<file path="config.mk">
export PLATFORM = sky130hd
export DESIGN_NAME = lkp_out_buf_flat
export DESIGN_NICKNAME = d
export VERILOG_FILES = /design/src/rtl/lkp_pkg.sv /design/src/rtl/lkp_out_if.sv /design/src/rtl/lkp_out_buf.sv /design/src/flat_wrapper.sv
export SDC_FILE = /design/constraint.sdc
export NUM_CORES = 1
export LEC_CHECK = 0
export ABC_AREA = 1
export BUFFER_PORTS_ARGS = -buffer_cell sky130_fd_sc_hd__buf_4
export CAP_MARGIN = 10
export CORE_MARGIN = 2
export CORE_UTILIZATION = 28
export CTS_CLUSTER_DIAMETER = 60
export DETAILED_ROUTE_END_ITERATION = 12
export SLEW_MARGIN = 20
export SYNTH_ARGS = -nofsm -noshare
export SYNTH_HDL_FRONTEND = slang
export SYNTH_SLANG_ARGS = --single-unit
</file>
<file path="constraint.sdc">
create_clock -name clk -period 2.02 [get_ports clk]
set_clock_uncertainty 0.15 [all_clocks]
set_input_delay 0.303 -clock clk [delete_from_list [all_inputs] [get_ports clk]]
set_output_delay 0.303 -clock clk [all_outputs]
set_load 0.02 [all_outputs]
</file>
<file path="src/rtl/lkp_pkg.sv">
// Shared types, constants and lookup functions for the LED and key panel controller.
package lkp_pkg;

  localparam int DIGIT_COUNT     = 8;
  localparam int READ_WAIT_TICKS = 5;

  localparam logic [4:0] LAST_REFRESH_BYTE = 5'(1 + 2 * DIGIT_COUNT);
  localparam logic [4:0] LAST_READ_BYTE    = 5'd4;

  // item kinds
  localparam logic [1:0] KIND_TICK    = 2'd0;
  localparam logic [1:0] KIND_INIT    = 2'd1;
  localparam logic [1:0] KIND_REFRESH = 2'd2;
  localparam logic [1:0] KIND_KEY     = 2'd3;

  // configuration register indexes
  localparam logic CFG_BRIGHTNESS = 1'b0;
  localparam logic CFG_DISPLAY_ON = 1'b1;

  // bus commands
  localparam logic [7:0] CMD_DATA_AUTO = 8'h40;
  localparam logic [7:0] CMD_ADDR_ZERO = 8'hC0;
  localparam logic [7:0] CMD_READ_KEYS = 8'h42;
  localparam logic [7:0] CMD_CTRL_BASE = 8'h80;
  localparam logic [7:0] SEG_DOT       = 8'h80;

  // sub-steps of one bit
  localparam logic [1:0] SUB_CLK_LOW = 2'd0;
  localparam logic [1:0] SUB_MID     = 2'd1;
  localparam logic [1:0] SUB_LAST    = 2'd2;

  typedef enum logic [5:0] {
    PH_IDLE     = 6'b000001,
    PH_STB_LOW  = 6'b000010,
    PH_DIR      = 6'b000100,
    PH_BIT      = 6'b001000,
    PH_STB_HIGH = 6'b010000,
    PH_WAIT     = 6'b100000
  } lkp_phase_t;

  typedef struct packed {
    logic [1:0]  kind;
    logic [63:0] digit_codes;
    logic [7:0]  dot_mask;
    logic [63:0] led_bytes;
    logic        data_in;
  } lkp_item_t;

  typedef struct packed {
    logic       strobe_res;
    logic       serial_clock;
    logic       data_out;
    logic       data_drive;
    logic       busy_res;
    logic [3:0] key_id;
    logic       key_valid;
  } lkp_res_t;

  function automatic logic [7:0] segment_of(input logic [7:0] code);
    logic [7:0] seg;
    case (code)
      8'h00: seg = 8'h3F;
      8'h01: seg = 8'h06;
      8'h02: seg = 8'h5B;
      8'h03: seg = 8'h4F;
      8'h04: seg = 8'h66;
      8'h05: seg = 8'h6D;
      8'h06: seg = 8'h7D;
      8'h07: seg = 8'h07;
      8'h08: seg = 8'h7F;
      8'h09: seg = 8'h6F;
      8'h0A: seg = 8'h77;
      8'h0B: seg = 8'h7C;
      8'h0C: seg = 8'h39;
      8'h0D: seg = 8'h5E;
      8'h0E: seg = 8'h79;
      8'h0F: seg = 8'h71;
      8'h5F: seg = 8'h08; // underscore
      8'h2D: seg = 8'h40; // minus
      8'h20: seg = 8'h00; // blank
      8'h47: seg = 8'h3D; // G
      8'h41: seg = 8'h77; // A
      8'h49: seg = 8'h06; // I
      8'h4E: seg = 8'h37; // N
      8'h46: seg = 8'h71; // F
      8'h55: seg = 8'h3E; // U
      8'h4C: seg = 8'h38; // L
      8'h52: seg = 8'h50; // R
      8'h45: seg = 8'h79; // E
      8'h44: seg = 8'h5E; // D
      8'h59: seg = 8'h6E; // Y
      8'h48: seg = 8'h76; // H
      8'h6F: seg = 8'h5C; // o
      8'h62: seg = 8'h7C; // b
      8'h43: seg = 8'h39; // C
      default: seg = 8'h00;
    endcase
    return seg;
  endfunction

  // later matches win, so the second byte overrides the first
  function automatic logic [3:0] decode_key(input logic [7:0] first, input logic [7:0] second);
    logic [3:0] k;
    k = 4'd0;
    case (first)
      8'h04: k = 4'd1;
      8'h02: k = 4'd2;
      8'h01: k = 4'd3;
      8'h40: k = 4'd4;
      8'h20: k = 4'd5;
      8'h10: k = 4'd6;
      default: k = 4'd0;
    endcase
    case (second)
      8'h04: k = 4'd7;
      8'h02: k = 4'd8;
      8'h01: k = 4'd9;
      default: k = k;
    endcase
    return k;
  endfunction

endpackage

</file>
<file path="src/rtl/lkp_out_if.sv">
// Result channel interface: pin levels and key status after each item.
interface lkp_out_if;
  logic       valid;
  logic       ready;
  logic       strobe_res;
  logic       serial_clock;
  logic       data_out;
  logic       data_drive;
  logic       busy_res;
  logic [3:0] key_id;
  logic       key_valid;

  modport source (output valid, strobe_res, serial_clock, data_out, data_drive, busy_res,
                  key_id, key_valid, input ready);
  modport sink   (input valid, strobe_res, serial_clock, data_out, data_drive, busy_res,
                  key_id, key_valid, output ready);
endinterface

</file>
<file path="src/rtl/lkp_out_buf.sv">
// Output register with skid stage for result items.
module lkp_out_buf (
  input  logic               clk,
  input  logic               rst_n,
  input  logic               push,
  input  lkp_pkg::lkp_res_t  push_data,
  output logic               push_ready,
  lkp_out_if.source          out_ch
);

  logic              out_valid_r;
  logic              skid_valid_r;
  lkp_pkg::lkp_res_t out_data_r;
  lkp_pkg::lkp_res_t skid_data_r;
  logic              pop;

  assign pop        = out_valid_r && out_ch.ready;
  assign push_ready = !skid_valid_r;

  always_ff @(posedge clk) begin
    if (!rst_n) begin
      out_valid_r  <= 1'b0;
      skid_valid_r <= 1'b0;
    end else if (pop || !out_valid_r) begin
      if (skid_valid_r) begin
        out_valid_r  <= 1'b1;
        skid_valid_r <= 1'b0;
      end else begin
        out_valid_r <= push;
      end
    end else if (push) begin
      // output stalled: park the item
      skid_valid_r <= 1'b1;
    end
  end

  always_ff @(posedge clk) begin
    if (pop || !out_valid_r) begin
      out_data_r <= skid_valid_r ? skid_data_r : push_data;
    end else if (push) begin
      skid_data_r <= push_data;
    end
  end

  assign out_ch.valid        = out_valid_r;
  assign out_ch.strobe_res   = out_data_r.strobe_res;
  assign out_ch.serial_clock = out_data_r.serial_clock;
  assign out_ch.data_out     = out_data_r.data_out;
  assign out_ch.data_drive   = out_data_r.data_drive;
  assign out_ch.busy_res     = out_data_r.busy_res;
  assign out_ch.key_id       = out_data_r.key_id;
  assign out_ch.key_valid    = out_data_r.key_valid;

  a_skid_behind_out: assert property (@(posedge clk) disable iff (!rst_n)
    skid_valid_r |-> out_valid_r)
    else $error("skid holds an item while output is empty");

endmodule

</file>
<file path="src/flat_wrapper.sv">
// flat-port wrapper written by rule: the top's interface ports become plain ports
module lkp_out_buf_flat 
  (clk, rst_n, push, push_data, push_ready, out_ch_valid, out_ch_strobe_res, out_ch_serial_clock, out_ch_data_out, out_ch_data_drive, out_ch_busy_res, out_ch_key_id, out_ch_key_valid, out_ch_ready);
  lkp_out_if out_ch_i ();
  input  logic clk;
  input  logic rst_n;
  input  logic push;
  input  lkp_pkg::lkp_res_t push_data;
  output logic push_ready;
  output wire logic [$bits(out_ch_i.valid)-1:0] out_ch_valid;
  output wire logic [$bits(out_ch_i.strobe_res)-1:0] out_ch_strobe_res;
  output wire logic [$bits(out_ch_i.serial_clock)-1:0] out_ch_serial_clock;
  output wire logic [$bits(out_ch_i.data_out)-1:0] out_ch_data_out;
  output wire logic [$bits(out_ch_i.data_drive)-1:0] out_ch_data_drive;
  output wire logic [$bits(out_ch_i.busy_res)-1:0] out_ch_busy_res;
  output wire logic [$bits(out_ch_i.key_id)-1:0] out_ch_key_id;
  output wire logic [$bits(out_ch_i.key_valid)-1:0] out_ch_key_valid;
  input wire logic [$bits(out_ch_i.ready)-1:0] out_ch_ready;
  assign out_ch_valid = out_ch_i.valid;
  assign out_ch_strobe_res = out_ch_i.strobe_res;
  assign out_ch_serial_clock = out_ch_i.serial_clock;
  assign out_ch_data_out = out_ch_i.data_out;
  assign out_ch_data_drive = out_ch_i.data_drive;
  assign out_ch_busy_res = out_ch_i.busy_res;
  assign out_ch_key_id = out_ch_i.key_id;
  assign out_ch_key_valid = out_ch_i.key_valid;
  assign out_ch_i.ready = out_ch_ready;
  lkp_out_buf u_core (.clk(clk), .rst_n(rst_n), .push(push), .push_data(push_data), .push_ready(push_ready), .out_ch(out_ch_i));
endmodule
</file>
Yosys cells after proc, flatten, opt, wreduce, memory -nomap -nowiden
Cells that the tools add are included.
- output and inout bits: 12
- register bits: 22
- word-level logic and storage cells: 26
- input port bits: 14
- reduce and logical (&&, ||, !) cells: 6
- mux-type cells: 2
- bitwise gates (word level): 2
- operator list (kind ; count):
    2-to-1 mux 10 bit ; 1
    zero test 1 bit ; 2
    inverter 1 bit ; 2
    AND reduction 2 bit ; 1
    OR reduction 2 bit ; 1
    logical AND 1 bit ; 1
    logical OR 1 bit ; 1
    2-to-1 mux 1 bit ; 1

Logic depth before layout (Yosys ltp)
Gate-level depths: netlist (run 1).
- depth after elaboration: 4
- gate-level depth with buffers: 4
- mapped depth without buffers: 3

Worst setup path after synthesis (run 1)
Ideal clock, no wire load.
- kind: register -> register
- start point: register u_core.out_valid_r (netlist: u_core.out_ch.valid)
- end point: register u_core.skid_data_r[0] (netlist bit) (enable)
- arrival time: 1238 ps
- cell stages (with the launch flop): 3
- required time: 1494 ps
- path slack: 256 ps
- cell sequence: dfxtp_1 nand2_1 nor2_1
- longest elaborated chain between the ends: 4
- elaborated cells on any way between the ends: 5
- RTL lines (element ; line ; RTL):
    start: declaration ; lkp_out_buf.sv:11 ; logic out_valid_r;
    start signal: assignment ; lkp_out_buf.sv:29 ; out_valid_r <= push;
    logical AND 1 bit or zero test 1 bit (tied branches) ; lkp_out_buf.sv:17, lkp_out_buf.sv:38 ;
    logical OR 1 bit * ; lkp_out_buf.sv:38 ; if (pop || !out_valid_r) begin
    inverter 1 bit (no source line) * ; n/a ;
    AND reduction 2 bit (no source line) * ; n/a ;
    end signal: assignment ; lkp_out_buf.sv:41 ; skid_data_r <= push_data;
    end: declaration ; lkp_out_buf.sv:14 ; lkp_pkg::lkp_res_t skid_data_r;
Every way passes the cells marked *; elsewhere a longest branch is shown, timed or not.
A chain may end at the register's enable or synchronous reset.

Worst setup path after layout (run 1)
- start point: register u_core.skid_valid_r
- end point: output port push_ready
- longest elaborated chain between the ends: 1
- RTL lines (element ; line ; RTL):
    start: declaration ; lkp_out_buf.sv:12 ; logic skid_valid_r;
    start signal: assignment ; lkp_out_buf.sv:23 ; skid_valid_r <= 1'b0;
    start signal: assignment ; lkp_out_buf.sv:27 ; skid_valid_r <= 1'b0;
    start signal: assignment ; lkp_out_buf.sv:33 ; skid_valid_r <= 1'b1;
    zero test 1 bit ; lkp_out_buf.sv:18 ; assign push_ready = !skid_valid_r;
    end: declaration ; flat_wrapper.sv:9 ; output logic push_ready;
No other way between the ends.

==> metrics.txt, run 1 <==
outcome finished clean; total die area 3347 um2; total wirelength of the detailed-routed design 1282 um; cell type contributing the most total cell area after synthesis sky130_fd_sc_hd__edfxtp_1; leakage power total 0.4668 nW; initial core utilization 29.45%; count of final max-slew check failures 0; clock-pin slew on the worst setup and hold paths 110 ps; detailed-placement wirelength estimate 937.9 um; clock latency reported for the late side of the worst-skew pair 290 ps; # resized after CTS 0; Worst Setup Start Kind flip-flop; count of distinct cell types in the synthesized netlist 10; first-pass iteration count of the detailed router 4; worst hold path class input port to flip-flop; Max VDD drop 0.0004288 V; number of antenna violations at the first check in global routing 0; Most flops, register u_core.skid_data_r; floorplan core area 2758 um2; Final Hold Fails 0; proportion of synthesized chip area in sequential cells 78.89%; data required time at the worst endpoint 1570 ps; GPL Wtd Cong 0.7276; yosys synthesis warning count 0; DRT iter0 DRCs 17; final global-route overflow total 0; count of antenna diodes in the layout 0; TritonCTS sink count 22; kind of end point of the critical path output port; time the worst path needs with I/O delays and setup 1750 ps; maximum number of pins on one net before global-route repair 14; average size of a mapped cell 12.69 um2; count of pins on the block boundary 26; P&R area growth vs syn 30.66%; standard cell area after detailed placement 1035 um2; site row count 19; total power divided by cell area 784.9 nW/um2; TritonCTS clock tree done; setup bufs post-CTS 0; die width 57.85 um; setup TNS 0 ps; H-tree depth reported by CTS 1; met2 usage in global routing 14.29%; post-synthesis sequential element count 22; CP max FO 13; post-route DRC violation count 0; ranking of synthesized cells by area sky130_fd_sc_hd__edfxtp_1 74%, sky130_fd_sc_hd__nand2_1 15%, sky130_fd_sc_hd__dfxtp_1 4.9%; met1 usage 9.551%; number of vias per cell after detailed routing 4.161; share of cells above drive strength 1 33.33%; layer with the highest usage after global routing met2; count of hold buffers inserted by post-cts repair 0; GR Util All Layers 8.117%; arrival time of the worst setup path 1300 ps; achievable frequency 571.3 MHz; Syn Nets 78; routed via count 516; Global Route met3 Usage 2.679%; number of flip-flops under the largest register name 10; post-route antenna net violation count 0; unrepaired setup endpoints after global routing false; synthesized instance count 64; relative slew slack 70.75%; slew of the pin with the lowest slew margin 438.1 ps; max cap viols 0; wire length of the first global-routing pass 2035 um; crit share post-route 86.66%; vias in the first global route 457; number of CTS-inserted buffers 3; path type of the worst setup path flip-flop to output port; buffers from clock root to sink, at most 2; worst slack on hold paths 36.02 ps; portion of synthesized cell area occupied by the leading cell type 73.96%; final net count 108; average wire per standard cell 10.34 um; Netlist Area Pre-Place 812.0 um2; design area 1061 um2; total of buffers placed on input and output ports 25; Die Ht 57.85 um; final core utilization 38.48%; clock root buffer sky130_fd_sc_hd__clkbuf_4; Setup violations, final 0
## Yosys cell counts, drive strengths merged
| library cell | count |
|---|---|
| nor2 | 3 |
| inv | 3 |
| nand3 | 1 |
| buf | 2 |
| o21ai | 1 |
| edfxtp | 20 |
| dfxtp | 2 |
| nand2 | 32 |
## path summary, 6_finish.rpt
path	cells after the start	start	slack [ps]	endpoint
worst min-delay path	1	push_data[7]	40	u_core.skid_data_r[7]
worst max register to register	3	u_core.skid_valid_r	690	u_core.out_ch.strobe_res
worst min register to register	2	u_core.out_ch.valid	360	u_core.skid_valid_r
worst max-delay path	2	u_core.skid_valid_r	270	push_ready
## placed cells by master (no fill, tap or decap)
master | Yosys | layout
sky130_fd_sc_hd__inv_1 | 2 | 2
sky130_fd_sc_hd__nand3_1 | 1 | 1
sky130_fd_sc_hd__dfxtp_1 | 2 | 2
sky130_fd_sc_hd__nor2_1 | 3 | 3
sky130_fd_sc_hd__clkbuf_4 | 0 | 3
sky130_fd_sc_hd__edfxtp_1 | 20 | 20
sky130_fd_sc_hd__nand2_1 | 32 | 32
sky130_fd_sc_hd__inv_2 | 1 | 1
sky130_fd_sc_hd__buf_4 | 1 | 27
sky130_fd_sc_hd__o21ai_0 | 1 | 1
sky130_fd_sc_hd__clkbuf_1 | 0 | 1
## report_power, final
group,internal (mW),switching [mW],total [mW]
Clock,0.0768,0.121,0.197
Sequential,0.524,0.00823,0.532
Combinational,0.0479,0.0550,0.103
## metal layers
layer / wire length, um / share of wire (%)
met4: 0 / 0
met2: 676 / 53
met3: 84 / 6.6
met5: 0 / 0
met1: 521 / 41
## kinds of logic after synthesis
family / after synthesis / share of synthesized area [%]
AND/OR/NAND/NOR: 36 / 16.79
flip-flops: 22 / 78.89
AO/OA/AOI/OAI: 1 / 0.6157
buffers and inverters: 5 / 3.698
## final cells by class
type	instances	area, um2
fillers	283	1697
flip-flops and latches	22	640.6
repair buffers	27	202.7
multi-input cells	37	141.4
well taps	31	38.79
clock buffers	4	26.28
inverters	3	11.26
## per-stage QoR
step           instances  total power, mW  worst slack, ps
2_1_floorplan         64           0.5898            255.8
3_3_place_gp         120           0.6457            641.2
3_5_place_dp         120           0.6475            608.4
4_1_cts              124           0.8432            262.0
5_1_grt              124           0.8749            194.3
6_report             124           0.8328            269.5
## worst max-delay path, cell delays in order, from the launching register on
cell                      delay, ps
sky130_fd_sc_hd__dfxtp_1        610
sky130_fd_sc_hd__inv_2          190
sky130_fd_sc_hd__buf_4          210
(Power assumes the default switching activity.)
==> run 2: changes to the inputs <==
--- a/config.mk
+++ b/config.mk
@@ -10,3 +10,2 @@
 export CAP_MARGIN = 10
-export CORE_MARGIN = 2
 export CORE_UTILIZATION = 28
--- a/constraint.sdc
+++ b/constraint.sdc
@@ -4,2 +4,2 @@
 set_output_delay 0.303 -clock clk [all_outputs]
-set_load 0.02 [all_outputs]
+set_load 0.1 [all_outputs]
==> run 2 against run 1 <==
Flip-flop and latch count stayed put. Routed wire length is 1.2% lower. Power is 18% higher. First-iteration DRC count is 65% lower. Sequential power hardly changed. Critical path depth stayed put.
==> metrics.txt, run 2 (synthesis gave the netlist of run 1 again) <==
number of CTS-inserted buffers 3 (unchanged); vias in the first global route 467 (+2.2%); average wire per standard cell 10.21 um (-1.2%); total power divided by cell area 915.0 nW/um2 (+17%); longest individual stage delay on the worst path 600 ps (about the same); clock-pin slew on the worst setup and hold paths 110 ps (about the same); GR Util All Layers 8.661% (+0.54 points); Worst Setup Start Kind flip-flop; worst hold path class input port to flip-flop; design area 1077 um2 (+1.5%); arrival time of the worst setup path 1370 ps (+70 ps); Die Ht 55.85 um (-3.5%); max cap viols 0 (unchanged); number of antenna violations at the first check in global routing 0 (unchanged); wire length of the first global-routing pass 2028 um (-0.34%); capturing point of the worst reg2reg path u_core.skid_data_r[0]; most common cell after layout, fill and taps aside sky130_fd_sc_hd__nand2_1; GPL Wtd Cong 0.6774 (-6.9%); outcome finished clean; cell-by-cell listing of the critical path inv_2 > buf_4; total die area 3119 um2 (-6.8%); P&R area growth vs syn 32.67%; Final Hold Fails 0 (unchanged); post-route DRC violation count 0 (unchanged); count of hold buffers inserted by post-cts repair 0 (unchanged); # resized after CTS 0 (unchanged); share of cells above drive strength 1 35.48% (+2.2 points); logic depth of the worst register-to-register path 2 (-1); Hold Path Stages 1 (unchanged); number of vias per cell after detailed routing 4.145 (-0.39%); total wirelength of the detailed-routed design 1266 um (-1.2%); H-tree depth reported by CTS 1 (unchanged); number of flip-flops under the largest register name 10 (unchanged); total of buffers placed on input and output ports 25 (unchanged); routed via count 514 (-0.39%); standard cell area after detailed placement 1031 um2 (-0.36%); Setup violations, final 0 (unchanged); multi-input gate area in the final layout 143.9 um2 (+1.8%); post-route antenna net violation count 0 (unchanged); Most flops, register u_core.skid_data_r; combined flip-flop and latch cell area 641.9 um2 (+0.20%); commonest cells after routing, fill and taps aside 32 x sky130_fd_sc_hd__nand2_1, 26 x sky130_fd_sc_hd__buf_4, 20 x sky130_fd_sc_hd__edfxtp_1; die width 55.85 um (-3.5%); crit share post-route 90.14% (+3.5 points); DRT iter0 DRCs 6 (-11); detailed-placement wirelength estimate 901 um (-3.9%); data required time at the worst endpoint 1570 ps (about the same); path type of the worst setup path flip-flop to output port; Pwr Total 985.7 uW (+18%); setup TNS 0 ps (unchanged); clock root buffer sky130_fd_sc_hd__clkbuf_4; CP max FO 13 (unchanged); final global-route overflow total 0 (unchanged); kind of end point of the critical path output port; leakage power total 0.4716 nW (+1.0%); initial core utilization 29.45% (unchanged); time the worst path needs with I/O delays and setup 1821 ps (+70.27 ps); end point of the worst hold path u_core.skid_data_r[3]; floorplan core area 2758 um2 (unchanged); Buf+Inv Stages, Crit Path 2 (unchanged); count of pins on the block boundary 26 (unchanged); buffers from clock root to sink, at most 2 (unchanged); Max VDD drop 0.0005987 V (+40%); HP Start push_data[3]; relative slew slack 66.02% (-4.7 points); clock latency reported for the late side of the worst-skew pair 290 ps (about the same); TritonCTS sink count 22 (unchanged); delay-heaviest family, CP flip-flops; worst flop-to-flop path startpoint u_core.out_ch.valid; count of final max-slew check failures 0 (unchanged); setup bufs post-CTS 0 (unchanged); Critical Path Slowest Stage Cell sky130_fd_sc_hd__dfxtp_1; first-pass iteration count of the detailed router 2 (-2); Worst R2R Setup Slack 690 ps (about the same); Layout fillers 280 (-1.1%); TritonCTS clock tree done; count of antenna diodes in the layout 0 (unchanged); maximum number of pins on one net before global-route repair 14 (unchanged); final net count 108 (unchanged); site row count 19 (unchanged); unrepaired setup endpoints after global routing false; achievable frequency 549.2 MHz (-3.9%); slew of the pin with the lowest slew margin 509.2 ps (+71.02 ps); number of logic stages on the critical path including buffering 2 (unchanged)
run 2: cell types whose count changed in the layout (fill, tap and decap cells not counted):
| cell | delta |
|---|---|
| sky130_fd_sc_hd__clkbuf_1 | -1 |
| sky130_fd_sc_hd__dfxtp_1 | -1 |
| sky130_fd_sc_hd__dfxtp_2 | +1 |
| sky130_fd_sc_hd__clkbuf_8 | +1 |
| sky130_fd_sc_hd__dlygate4sd3_1 | +1 |
| sky130_fd_sc_hd__nor2_1 | -1 |
| sky130_fd_sc_hd__buf_4 | -1 |
| sky130_fd_sc_hd__nor2_2 | +1 |
run 2: metrics by stage:
step / hold slack, ps / std cells / utilization, % / setup WS, ps
global placement: 341.7 / 119 / 37.39 / 573.1
finish: 33.11 / 124 / 39.07 / 199.2
floorplan: 251.9 / 64 / - / 117.5
detailed placement: 341.3 / 119 / 37.39 / 534.7
global route: 2.459 / 124 / 39.07 / 94.09
CTS: 23.22 / 123 / 38.70 / 182.7
run 2: worst max path at each step:
stage                        start               endpoint  slack, ps
2_1_floorplan  u_core.out_ch.valid  u_core.skid_data_r[0]        120
3_3_place_gp   u_core.skid_valid_r             push_ready        570
3_5_place_dp          out_ch_ready  u_core.skid_data_r[9]        530
4_1_cts        u_core.skid_valid_r             push_ready        180
5_1_grt        u_core.skid_valid_r             push_ready         90
6_report       u_core.skid_valid_r             push_ready        200
run 2: worst reg2reg max path: cells and delay by family (launching register included):
kind,cells,cell delay (ps)
and+or+nand+nor,2,490
DFF,1,350
run 2: cell type report:
type                    count  share of cell area, %
clock buffers               4                  3.368
inverters                   3                  1.045
multi-input cells          37                  13.36
well taps                  31                  3.600
repair buffers             27                  19.05
flip-flops and latches     22                  59.58
run 2: layer usage:
metal	up-vias	wire length (um)	GRT usage, %	part of all wire [%]
li1	268	-	-	-
met1	225	587	11.45	46
met2	19	578	12.91	46
met3	2	92	2.093	7.3
met4	0	8	5.226	0.63
met5	-	0	0	0
run 2: power by group:
part	internal (mW)	switching [mW]
combinational	0.0492	0.172
clock	0.110	0.122
sequential	0.525	0.00818
total	0.684	0.302
